==> src/hdl/casss_pkg.sv <==
// Shared widths, stage map, beat layout and types for the collision-avoidance
// sense selection block. No dependencies; every other file refers to it by scope.
`default_nettype none

package casss_pkg;

   // Field widths.
   localparam int ALT_W      = 25;
   localparam int VS_W       = 19;
   localparam int TIME_W     = 16;
   localparam int ALIM_W     = 18;
   localparam int TVS_W      = 18;
   localparam int ACCEL_W    = 14;
   localparam int SEP_W      = 26;
   localparam int CSR_DATA_W = 18;

   // Request beat layout.
   localparam int REQ_DATA_W   = 128;
   localparam int REQ_ALT_LSB  = 0;
   localparam int REQ_VS_LSB   = REQ_ALT_LSB + ALT_W;
   localparam int REQ_IALT_LSB = REQ_VS_LSB + VS_W;
   localparam int REQ_IVS_LSB  = REQ_IALT_LSB + ALT_W;
   localparam int REQ_TIME_LSB = REQ_IVS_LSB + VS_W;
   localparam int REQ_ALIM_LSB = REQ_TIME_LSB + TIME_W;

   // Response beat layout.
   localparam int RSP_DATA_W = 56;
   localparam int RSP_USED_W = 1 + 2 * SEP_W;

   // Stop-time divider.
   localparam int NUM_W       = VS_W + 1;
   localparam int NUMER_SHIFT = 8;
   localparam int DIV_BITS    = TIME_W;
   localparam int DIV_STAGES  = DIV_BITS + 1;
   localparam int REM_W       = ACCEL_W + DIV_BITS;

   // Pipeline stage map.
   localparam int DIV_FIRST  = 1;
   localparam int ST_MIN     = DIV_FIRST + DIV_STAGES;
   localparam int ST_MUL     = ST_MIN + 1;
   localparam int ST_ACC     = ST_MUL + 1;
   localparam int ST_SUM     = ST_ACC + 1;
   localparam int ST_SAT     = ST_SUM + 1;
   localparam int ST_OUT     = ST_SAT + 1;
   localparam int NUM_STAGES = ST_OUT + 1;
   localparam int IN_FLIGHT_W = $clog2(NUM_STAGES + 1);

   // Datapath widths, in units of 2^-17 ft after the sum stage.
   localparam int QQ_W        = 2 * TIME_W;
   localparam int PV_W        = TIME_W + 1 + VS_W;
   localparam int LT_W        = TIME_W + TVS_W;
   localparam int QQA_W       = QQ_W + ACCEL_W;
   localparam int MID_W       = PV_W + 2;
   localparam int DALT_W      = ALT_W + 1;
   localparam int FINE_W      = 49;
   localparam int MID_SHIFT   = 9;
   localparam int FINE_SHIFT  = 17;
   localparam int SHR_W       = FINE_W - FINE_SHIFT;

   localparam logic [TVS_W-1:0]   TVS_RESET   = TVS_W'(6400);
   localparam logic [ACCEL_W-1:0] ACCEL_RESET = ACCEL_W'(2048);

   localparam logic SENSE_UP   = 1'b0;
   localparam logic SENSE_DOWN = 1'b1;

   typedef enum logic [0:0] {
      CSR_TARGET_VSPEED  = 1'b0,
      CSR_MANEUVER_ACCEL = 1'b1
   } csr_index_type;

   typedef struct packed {
      logic signed [ALT_W-1:0] own_altitude;
      logic signed [VS_W-1:0]  own_vspeed;
      logic signed [ALT_W-1:0] intruder_altitude;
      logic signed [VS_W-1:0]  intruder_vspeed;
      logic [TIME_W-1:0]       lookahead_time;
      logic [ALIM_W-1:0]       altitude_limit;
   } item_type;

   typedef struct packed {
      logic zero;
      logic sat;
   } div_flag_type;

   typedef logic [REM_W-1:0]         rem_type;
   typedef logic signed [FINE_W-1:0] fine_type;

endpackage

`default_nettype wire

==> src/hdl/casss_stop_div.sv <==
// Pipelined restoring divider for the maneuver stop time, one quotient bit per stage.
// Uses casss_pkg; stage enables come from the pipeline control in the top level.
`default_nettype none

module casss_stop_div (
   input  wire logic                                 clock,
   input  wire logic [casss_pkg::DIV_STAGES-1:0]     stage_en,
   input  wire logic signed [casss_pkg::NUM_W-1:0]   num,
   input  wire logic [casss_pkg::ACCEL_W-1:0]        accel,
   output logic [casss_pkg::TIME_W-1:0]              stop_time
);

   casss_pkg::rem_type             rem_ff   [0:casss_pkg::DIV_BITS];
   casss_pkg::rem_type             rem_in   [0:casss_pkg::DIV_BITS];
   logic [casss_pkg::TIME_W-1:0]   quo_ff   [0:casss_pkg::DIV_BITS];
   logic [casss_pkg::TIME_W-1:0]   quo_in   [0:casss_pkg::DIV_BITS];
   casss_pkg::div_flag_type        flag_ff  [0:casss_pkg::DIV_BITS];
   casss_pkg::div_flag_type        flag_in  [0:casss_pkg::DIV_BITS];

   always_comb begin
      flag_in[0].zero = num[casss_pkg::NUM_W-1] || (num == '0);
      rem_in[0] = casss_pkg::rem_type'(num[casss_pkg::NUM_W-2:0]) << casss_pkg::NUMER_SHIFT;
      flag_in[0].sat = !flag_in[0].zero &&
         (rem_in[0] >= (casss_pkg::rem_type'(accel) << casss_pkg::DIV_BITS));
      quo_in[0] = '0;
   end

   always_ff @(posedge clock) begin
      if (stage_en[0]) begin
         rem_ff[0]  <= rem_in[0];
         quo_ff[0]  <= quo_in[0];
         flag_ff[0] <= flag_in[0];
      end
   end

   for (genvar j = 1; j <= casss_pkg::DIV_BITS; j++) begin : g_bit
      logic [casss_pkg::REM_W:0] diff;

      assign diff = {1'b0, rem_ff[j-1]} -
                    {1'b0, casss_pkg::rem_type'(accel) << (casss_pkg::DIV_BITS - j)};

      always_comb begin
         flag_in[j] = flag_ff[j-1];
         quo_in[j]  = quo_ff[j-1];
         rem_in[j]  = rem_ff[j-1];
         if (!diff[casss_pkg::REM_W]) begin
            rem_in[j] = diff[casss_pkg::REM_W-1:0];
            quo_in[j][casss_pkg::DIV_BITS-j] = 1'b1;
         end
      end

      always_ff @(posedge clock) begin
         if (stage_en[j]) begin
            rem_ff[j]  <= rem_in[j];
            quo_ff[j]  <= quo_in[j];
            flag_ff[j] <= flag_in[j];
         end
      end
   end

   always_comb begin
      if (flag_ff[casss_pkg::DIV_BITS].zero) begin
         stop_time = '0;
      end else if (flag_ff[casss_pkg::DIV_BITS].sat) begin
         stop_time = '1;
      end else begin
         stop_time = quo_ff[casss_pkg::DIV_BITS];
      end
   end

endmodule

`default_nettype wire

==> config.mk <==
export PLATFORM = sky130hd
export DESIGN_NAME = casss_stop_div
export DESIGN_NICKNAME = d
export VERILOG_FILES = /design/src/hdl/casss_pkg.sv /design/src/hdl/casss_stop_div.sv
export SDC_FILE = /design/constraint.sdc
export NUM_CORES = 1
export LEC_CHECK = 0
export BUFFER_PORTS_ARGS = -buffer_cell sky130_fd_sc_hd__buf_2
export CORE_MARGIN = 1.5
export CORE_UTILIZATION = 55
export DETAILED_ROUTE_END_ITERATION = 8
export HOLD_SLACK_MARGIN = 0.03
export PLACE_DENSITY = 0.71
export REMOVE_ABC_BUFFERS = 1
export SLEW_MARGIN = 20
export SYNTH_ARGS = -nofsm -noshare
export SYNTH_HDL_FRONTEND = slang
export SYNTH_SLANG_ARGS = --single-unit
==> constraint.sdc <==
create_clock -name clock -period 5.4 [get_ports clock]
set_clock_uncertainty 0.1 [all_clocks]
set_input_delay 1.08 -clock clock [delete_from_list [all_inputs] [get_ports clock]]
set_output_delay 1.08 -clock clock [all_outputs]
set_load 0.005 [all_outputs]
==> flow_summary.toml, run 1 <==
[outcome]
status = "complete, no violations"

[synthesis]
synth_mux_area_frac = 0.0166
avgSynthCellArea_um2 = 11.3
synth_flop_cell = "edfxtp_1"
yosys_warnings = 0
yosysTopAreaCell = "edfxtp_1"
synth_edf_count = 547
synth_top_family_by_area = "compound AO/OA/AOI/OAI gates"
synth.distinct_cells = 90
yosysSeqAreaShare = 0.523
synthAdderAreaFrac = 0.0993
synth_commonest_cells = "edfxtp_1, nand2_1, ha_1, nor2_1, o21ai_0"
ys_async_sr_fraction = 0
synth_compound_area_frac = 0.139
post-synth-top-count-cell = "edfxtp_1"
synth_cells = 2767
synthSimpleGateAreaFrac = 0.135
syn_area_um2 = 31400
yosysTopAreaCellShare = 0.523
synth-seq-cells = 547
synthTopCellsByArea = "edfxtp_1, ha_1, xnor2_1, nand2_1, o21ai_0"
yosys.area_share.xor_xnor = 0.0695

[final_layout]
final_util = 0.617
finalNonFillerCells = 3680
area_delta_synth_final_pct = 10.9
final_nets = 3169
drive_above_1_share = 0.0975
antenna_cells = 0

[floorplan]
initial_utilization = 0.556
dieArea_um2 = 58500
core_um2 = 56400
fp.dieW_um = 242
rows = 87
fp.dieH_um = 242
boundaryPins = 68

[setup_path]
critPathLaunchType = "input port"
r2r_start = "rem_ff[0][344]"
worstSetupStartpoint = "accel[1]"
reg2reg_slack_ns = 1.97
path_max_fanout = 14
worstReg2RegEnd = "rem_ff[0][385]"
end_kind = "register"
rr_worst_depth = 9
crit_type = "in2reg"
critPathCapture = "rem_ff[0][328]"
timing.critical_path.arrival_ns = 4.32
worstPathRequired_ns = 5.65

[flow_run]
drv_cap = 0

[clocking]
clk_pin_slew_ns = 0.06
ctsResizeCount = 0
hold_buffers = 0
cts_max_path_buffers = 3
cts_buffers = 59
insertion_delay_ns = 0.64
cts_tree = "done"
post-cts-setup-buffers = 0
htree_levels = 2
root_buffer = "clkbuf_16"
cts_num_sinks = 547

[global_route]
antenna_found_initial = 0
grt_first_pass_wirelength_mm = 112
grt-ovfl-total = 0
grt_usage = 0.237
grt_pass1_vias = 21700
grt_start_max_net_pins = 47

[place]
hpwl_mm = 51.3
portBuffers = 67
dp.cells = 3572
globalplace.congestion = 0.900
pre_cts_ws_ns = 0.710

[sta]
fin_crit_ns = 4.06
worst_slew_pin_slew_ns = 1.05
hold_viol = 0
setup_viol = 0
fin_ws_ns = 1.34
grt_setup_unrepaired = "no"
clock.fmax_mhz = 246
max-slew-margin-rel = 0.298
slew_viol_final = 0
min_period_over_period = 0.753
tns_ns = 0

[drt]
antenna_left = 0
routed_via_density = 5.92
routedWlPerCell_um = 18.9
drtIter0Drc = 1486
vias = 21800
finalWirelength_mm = 69.4
drc = 0
dr.pass1.iters = 6

[pwr]
power.total_mw = 16.8
power_density_nw_per_um2 = 484
leakage_nw = 12.9
vdd_ir_drop_max_mv = 0.310

[worst_hold_path]
hold_path_class = "reg2reg"
min_from = "quo_ff[7][10]"
## cells by family after synthesis
kind of cell,count (synthesis)
muxes,47
other,1
and+or+nand+nor,862
DFF,547
buffers and inverters,136
xor gates and xnor gates,249
AOI/OAI and AO/OA,685
adders and majority gates,240
## layer usage
metal	wire, um	global-route usage
met5	0	0
met4	2090	0.0824
met3	3110	0.0325
met2	34200	0.414
met1	30000	0.301
## worst max-delay path: stages
cell       delay, ns
buf_2           0.11
inv_1           0.50
fa_1            0.35
a21oi_1         0.12
o21ai_2         0.20
a2111oi_2       0.11
nor4_2          0.40
a41oi_2         0.41
or4_1           0.57
nor4_1          0.33
xor2_1          0.12
## flip-flops by register name (all words and copies together) (netlist names)
register  cells
flag_ff      34
quo_ff      136
rem_ff      377
## per-stage QoR
stage | cell area [um^2] | hold WS [ns]
global placement | 32700 | 0.301
global route | 34800 | 0.311
finish | 34800 | 0.303
CTS | 34800 | 0.308
detailed placement | 32700 | 0.305
floorplan | 31100 | 0.300
## cell type report
cell class	count	area (um^2)
Sequential cell	547	16400
Clock inverter	39	551
Timing Repair Buffer	107	663
Inverter	78	293
Tap cell	756	946
Fill cell	4502	21600
Multi-Input combinational cell	2084	14400
Clock buffer	69	1510
## cells in the final DEF (no fill, tap or decap), types with 27 or more instances in the layout
| cell type | n |
|---|---|
| buf_4 | 39 |
| xnor2_1 | 145 |
| edfxtp_1 | 547 |
| nand2b_1 | 41 |
| nand3_1 | 42 |
| a21o_1 | 73 |
| o21a_1 | 35 |
| nor2_1 | 214 |
| a31oi_1 | 27 |
| buf_2 | 66 |
| inv_1 | 76 |
| xor2_1 | 104 |
| mux2_2 | 35 |
| nor2b_1 | 52 |
| or3_1 | 35 |
| nand2_1 | 256 |
| ha_1 | 225 |
| nor3_1 | 80 |
| clkbuf_16 | 59 |
| a21oi_1 | 175 |
| o21ai_0 | 185 |
## worst min path at each step
stage                     endpoint  cells past startpoint
detailed placement  flag_ff[15][1]                      0
floorplan           flag_ff[10][0]                      0
global route         flag_ff[8][0]                      0
finish               quo_ff[8][10]                      0
global placement     quo_ff[14][4]                      0
CTS                  quo_ff[8][10]                      0
## report_power, final
group / internal [mW] / switching [mW] / total [mW]
clock: 2.58 / 1.70 / 4.28
sequential: 6.06 / 0.699 / 6.76
combinational: 2.55 / 3.25 / 5.80
Note: power is estimated with default switching activity, not from simulation.
==> inputs of run 2 (changes only) <==
- clock period: 5.4 -> 4 ns (I/O delays scaled with it)
==> run 2 against run 1 <==
Effect of this change:
- critical path depth up 1
- clock power up 27%
- combinational power up 38%
- power up 34%
- via count increased by 0.46%
- routed wire length is 0.75% lower
- final area increased by 1.1%
- non-clock buffer count grew 43
- register-to-register slack got worse by 1.3 ns
- cell count rose by 1.2%
- die area is the same
- critical endpoint is now rem_ff[0][419]
==> flow_summary.toml, run 2 (same netlist as run 1, synthesis figures left out) <==
[global_route]
grt_first_pass_wirelength_mm = 112
grt-ovfl-total = 0
grt_start_max_net_pins = 45
antenna_found_initial = 0
grt_usage = 0.237
grt_pass1_vias = 21700

[drt]
drtIter0Drc = 1391
vias = 21900
routedWlPerCell_um = 18.5
finalWirelength_mm = 68.9
drc = 0
routed_via_density = 5.88
dr.pass1.iters = 5
antenna_left = 0

[pwr]
leakage_nw = 13.2
vdd_ir_drop_max_mv = 0.407
power_density_nw_per_um2 = 642

[final_layout]
top_regs = "rem_ff (377), quo_ff (136), flag_ff (34)"
finalNonFillerCells = 3723
fillers = 4440
antenna_cells = 0
drive_above_1_share = 0.110
largest_reg_flops = 377
regMostFlops = "rem_ff"
area_delta_synth_final_pct = 12.1
fin_area_um2 = 35200
final_nets = 3211
mostFrequentLayoutCells = "edfxtp_1, nand2_1, ha_1"
final_common_cell = "edfxtp_1"

[clocking]
clk_pin_slew_ns = 0.06
root_buffer = "clkbuf_16"
cts_num_sinks = 547
cts_tree = "done"
htree_levels = 2
post-cts-setup-buffers = 0
insertion_delay_ns = 0.64
cts_buffers = 58
ctsResizeCount = 0
cts_max_path_buffers = 3
hold_buffers = 0

[floorplan]
fp.dieW_um = 242
fp.dieH_um = 242
core_um2 = 56400
boundaryPins = 68
dieArea_um2 = 58500
rows = 87
initial_utilization = 0.556

[place]
placed_area_um2 = 33200
globalplace.congestion = 0.908
dp.cells = 3615
hpwl_mm = 51.0
portBuffers = 67

[sta]
tns_ns = 0
grt_setup_unrepaired = "no"
max-slew-margin-rel = 0.325
hold_viol = 0
setup_viol = 0
fin_crit_ns = 3.41
slew_viol_final = 0
clock.fmax_mhz = 294
min_period_over_period = 0.852
worst_slew_pin_slew_ns = 1.01

[setup_path]
crit_type = "in2reg"
critPathLaunchType = "input port"
timing.critical_path.arrival_ns = 3.69
end_kind = "register"
worstPathRequired_ns = 4.28
path_max_fanout = 7

[flow_run]
drv_cap = 0

[outcome]
status = "complete, no violations"

[worst_hold_path]
hold_path_class = "in2reg"
## run 2: changes by cell type in the layout (fill, tap and decap cells not counted), moves of 2 or more
cell / before / now
clkinvlp_4: 6 / 4
clkinv_1: 7 / 12
buf_12: 2 / 16
clkbuf_1: 10 / 7
bufinv_16: 12 / 8
buf_4: 39 / 68
clkinv_2: 10 / 16
## run 2: area by class of cell
| cell class | instances | area, um^2 | area share |
|---|---|---|---|
| flip-flops and latches | 547 | 16400 | 0.467 |
| well taps | 756 | 946 | 0.0269 |
| clock inverters | 43 | 477 | 0.0135 |
| repair buffers | 150 | 1160 | 0.0330 |
| multi-input cells | 2084 | 14400 | 0.409 |
| inverters | 78 | 293 | 0.00832 |
| clock buffers | 65 | 1480 | 0.0420 |
## run 2: metal layers
| layer | up-vias | wire length, um | global-route usage |
|---|---|---|---|
| li1 | 10700 | - | - |
| met1 | 10500 | 29800 | 0.299 |
| met2 | 514 | 33600 | 0.412 |
| met3 | 145 | 2940 | 0.0322 |
| met4 | 0 | 2460 | 0.0936 |
| met5 | - | 0 | 0 |
## run 2: worst max-delay path: stages
cell and delay, ns:
buf_2 0.11, inv_1 0.15, buf_4 0.22, fa_1 0.44, a21o_1 0.20, a21o_1 0.21
a211oi_1 0.32, o21ai_0 0.19, a21oi_1 0.26, o21ai_0 0.20, nor3_1 0.22, mux2_2 0.35
## run 2: stage by stage
stage	power, mW	setup WS (ns)	util	hold slack, ns
global placement	16.8	0.0781	0.589	0.301
detailed placement	17.1	-0.0314	0.589	0.305
finish	22.6	0.594	0.624	0.244
floorplan	14.9	-0.569	-	0.300
global route	24.0	0.321	0.624	0.220
CTS	22.7	0.656	0.624	0.205
## run 2: final timing paths
path / slack [ns] / start / cells past startpoint / to
setup / recovery: 0.59 / accel[1] / 12 / rem_ff[0][419]
hold / removal: 0.24 / num[6] / 1 / rem_ff[0][14]
setup reg to reg: 0.70 / rem_ff[0][102] / 12 / rem_ff[0][133]
hold reg to reg: 0.28 / quo_ff[7][10] / 0 / quo_ff[8][10]
## run 2: where the power goes
part | switching, mW | total [mW] | leakage [nW] | internal [mW]
combinational | 4.42 | 8.02 | 6.99 | 3.60
clock | 2.27 | 5.45 | 0.950 | 3.19
sequential | 0.947 | 9.13 | 5.22 | 8.18
total | 7.64 | 22.6 | 13.2 | 15.0
==> inputs of run 3 (changes only) <==
- CORE_UTILIZATION: 55 -> 60
- PLACE_DENSITY: 0.71 -> 0.77
==> run 3 against run 2 <==
Effect of this change:
- setup slack lost 0.0081 ns
- register-to-register slack is essentially flat
- first-iteration DRC count grew 30%
- routed wire length grew 2.0%
- sequential power is essentially flat
- hold slack gained 0.016 ns
- critical path type unchanged
==> flow_summary.toml, run 3 (same netlist as run 1, synthesis figures left out) <==
[clocking]
cts_buffers = 58
cts_tree = "done"
post-cts-setup-buffers = 0
ctsResizeCount = 0
clk_pin_slew_ns = 0.06
cts_max_path_buffers = 3
cts_num_sinks = 547
hold_buffers = 0
insertion_delay_ns = 0.63
htree_levels = 2
root_buffer = "clkbuf_16"

[drt]
antenna_left = 0
routedWlPerCell_um = 19.2
finalWirelength_mm = 70.2
drtIter0Drc = 1810
routed_via_density = 6.10
drc = 0
vias = 22200
dr.pass1.iters = 6

[final_layout]
antenna_cells = 0
final_common_cell = "edfxtp_1"
regMostFlops = "rem_ff"
top_regs = "rem_ff (377), quo_ff (136), flag_ff (34)"
mostFrequentLayoutCells = "edfxtp_1, nand2_1, ha_1"
area_delta_synth_final_pct = 11.9
drive_above_1_share = 0.111
final_nets = 3211
fillers = 3775
fin_area_um2 = 35100
largest_reg_flops = 377

[global_route]
grt-ovfl-total = 0
grt_start_max_net_pins = 47
antenna_found_initial = 0
grt_first_pass_wirelength_mm = 114
grt_usage = 0.265
grt_pass1_vias = 22000

[place]
hpwl_mm = 51.5
globalplace.congestion = 0.909
placed_area_um2 = 33100
portBuffers = 67

[floorplan]
fp.dieW_um = 232
rows = 83
dieArea_um2 = 53700
initial_utilization = 0.609
boundaryPins = 68
core_um2 = 51500
fp.dieH_um = 232

[pwr]
power.switching_mw = 7.76
p_int_mw = 15.0
power_density_nw_per_um2 = 649
clock_power_share = 0.243
comb_power_share = 0.356
p_seq_frac = 0.401
leakage_nw = 13.2
p_sw_frac = 0.340
power.total_mw = 22.8
vdd_ir_drop_max_mv = 0.433

[sta]
max-slew-margin-rel = 0.315
slew_viol_final = 0
setup_viol = 0
tns_ns = 0
grt_setup_unrepaired = "no"
worst_slew_pin_slew_ns = 1.03
clock.fmax_mhz = 293
fin_crit_ns = 3.41
min_period_over_period = 0.854
hold_viol = 0

[setup_path]
end_kind = "register"
crit_family = "simple AND/OR/NAND/NOR gates"
cpPeakStageDelay_ns = 0.37
worstPathCellList = "buf_2 > inv_1 > buf_4 > ha_1 > nor2b_1 > o2111ai_1 > nand3_1 > nand4_1 > nand2_1 > a32o_1 > nor4b_1 > mux2_2"
path_max_fanout = 10
crit_type = "in2reg"
timing.critical_path.arrival_ns = 3.68
critPathLaunchType = "input port"
cp_slowest_cell = "mux2_2"
worstPathRequired_ns = 4.27
critPathBufInv = 3

[flow_run]
drv_cap = 0

[worst_hold_path]
hold_path_class = "in2reg"

[outcome]
status = "complete, no violations"
## run 3: cell count changes in the layout (fill, tap and decap cells not counted), sizes merged
cell	delta
bufinv	+1
clkbuf	+2
clkinv	-7
clkinvlp	+4
inv	+2
## run 3: path summary, 6_finish.rpt
path | startpoint | endpoint | slack (ns) | cells after the start
setup / recovery | accel[1] | rem_ff[0][209] | 0.59 | 12
hold / removal | num[2] | rem_ff[0][10] | 0.26 | 1
setup reg to reg | rem_ff[0][102] | rem_ff[0][133] | 0.70 | 12
hold reg to reg | rem_ff[0][101] | rem_ff[0][131] | 0.31 | 0
## run 3: metrics by stage
step                worst slack [ns]  cells  utilization  hold slack [ns]
finish                         0.585   3649        0.682            0.260
CTS                            0.607   3648        0.681            0.225
global placement               0.101   3538        0.642            0.300
global route                   0.389   3649        0.682            0.237
detailed placement           0.00676   3538        0.642            0.305
floorplan                     -0.569   2709            -            0.300
## run 3: power groups by stage
stage	registers (mW)	logic, mW	clock network (mW)
6_report	9.14	8.11	5.55
4_1_cts	9.11	8.00	5.67
5_1_grt	9.26	9.02	5.88
2_1_floorplan	8.85	6.09	0
3_5_place_dp	9.22	7.92	0
3_3_place_gp	9.20	7.58	0
## run 3: area by class of cell
| class | instances | area [um^2] | area share |
|---|---|---|---|
| Sequential cell | 547 | 16400 | 0.468 |
| Clock buffer | 67 | 1490 | 0.0423 |
| Inverter | 78 | 293 | 0.00834 |
| Clock inverter | 43 | 507 | 0.0144 |
| Tap cell | 680 | 851 | 0.0242 |
| Multi-Input combinational cell | 2084 | 14400 | 0.410 |
| Timing Repair Buffer | 150 | 1140 | 0.0326 |
## run 3: metal layers
metal  wire (um)  track usage
met5           0            0
met4        2640        0.105
met3        3620       0.0360
met2       34000        0.453
met1       29900        0.342
## run 3: worst register-to-register path: stages (launching register included)
cell	delay, ns
edfxtp_1	0.40
inv_1	0.07
ha_1	0.15
inv_1	0.05
fa_1	0.39
a21oi_1	0.36
o221a_2	0.32
o31ai_4	0.09
a31oi_1	0.30
o21ai_2	0.15
nor2_1	0.12
buf_4	0.19
mux2_2	0.35
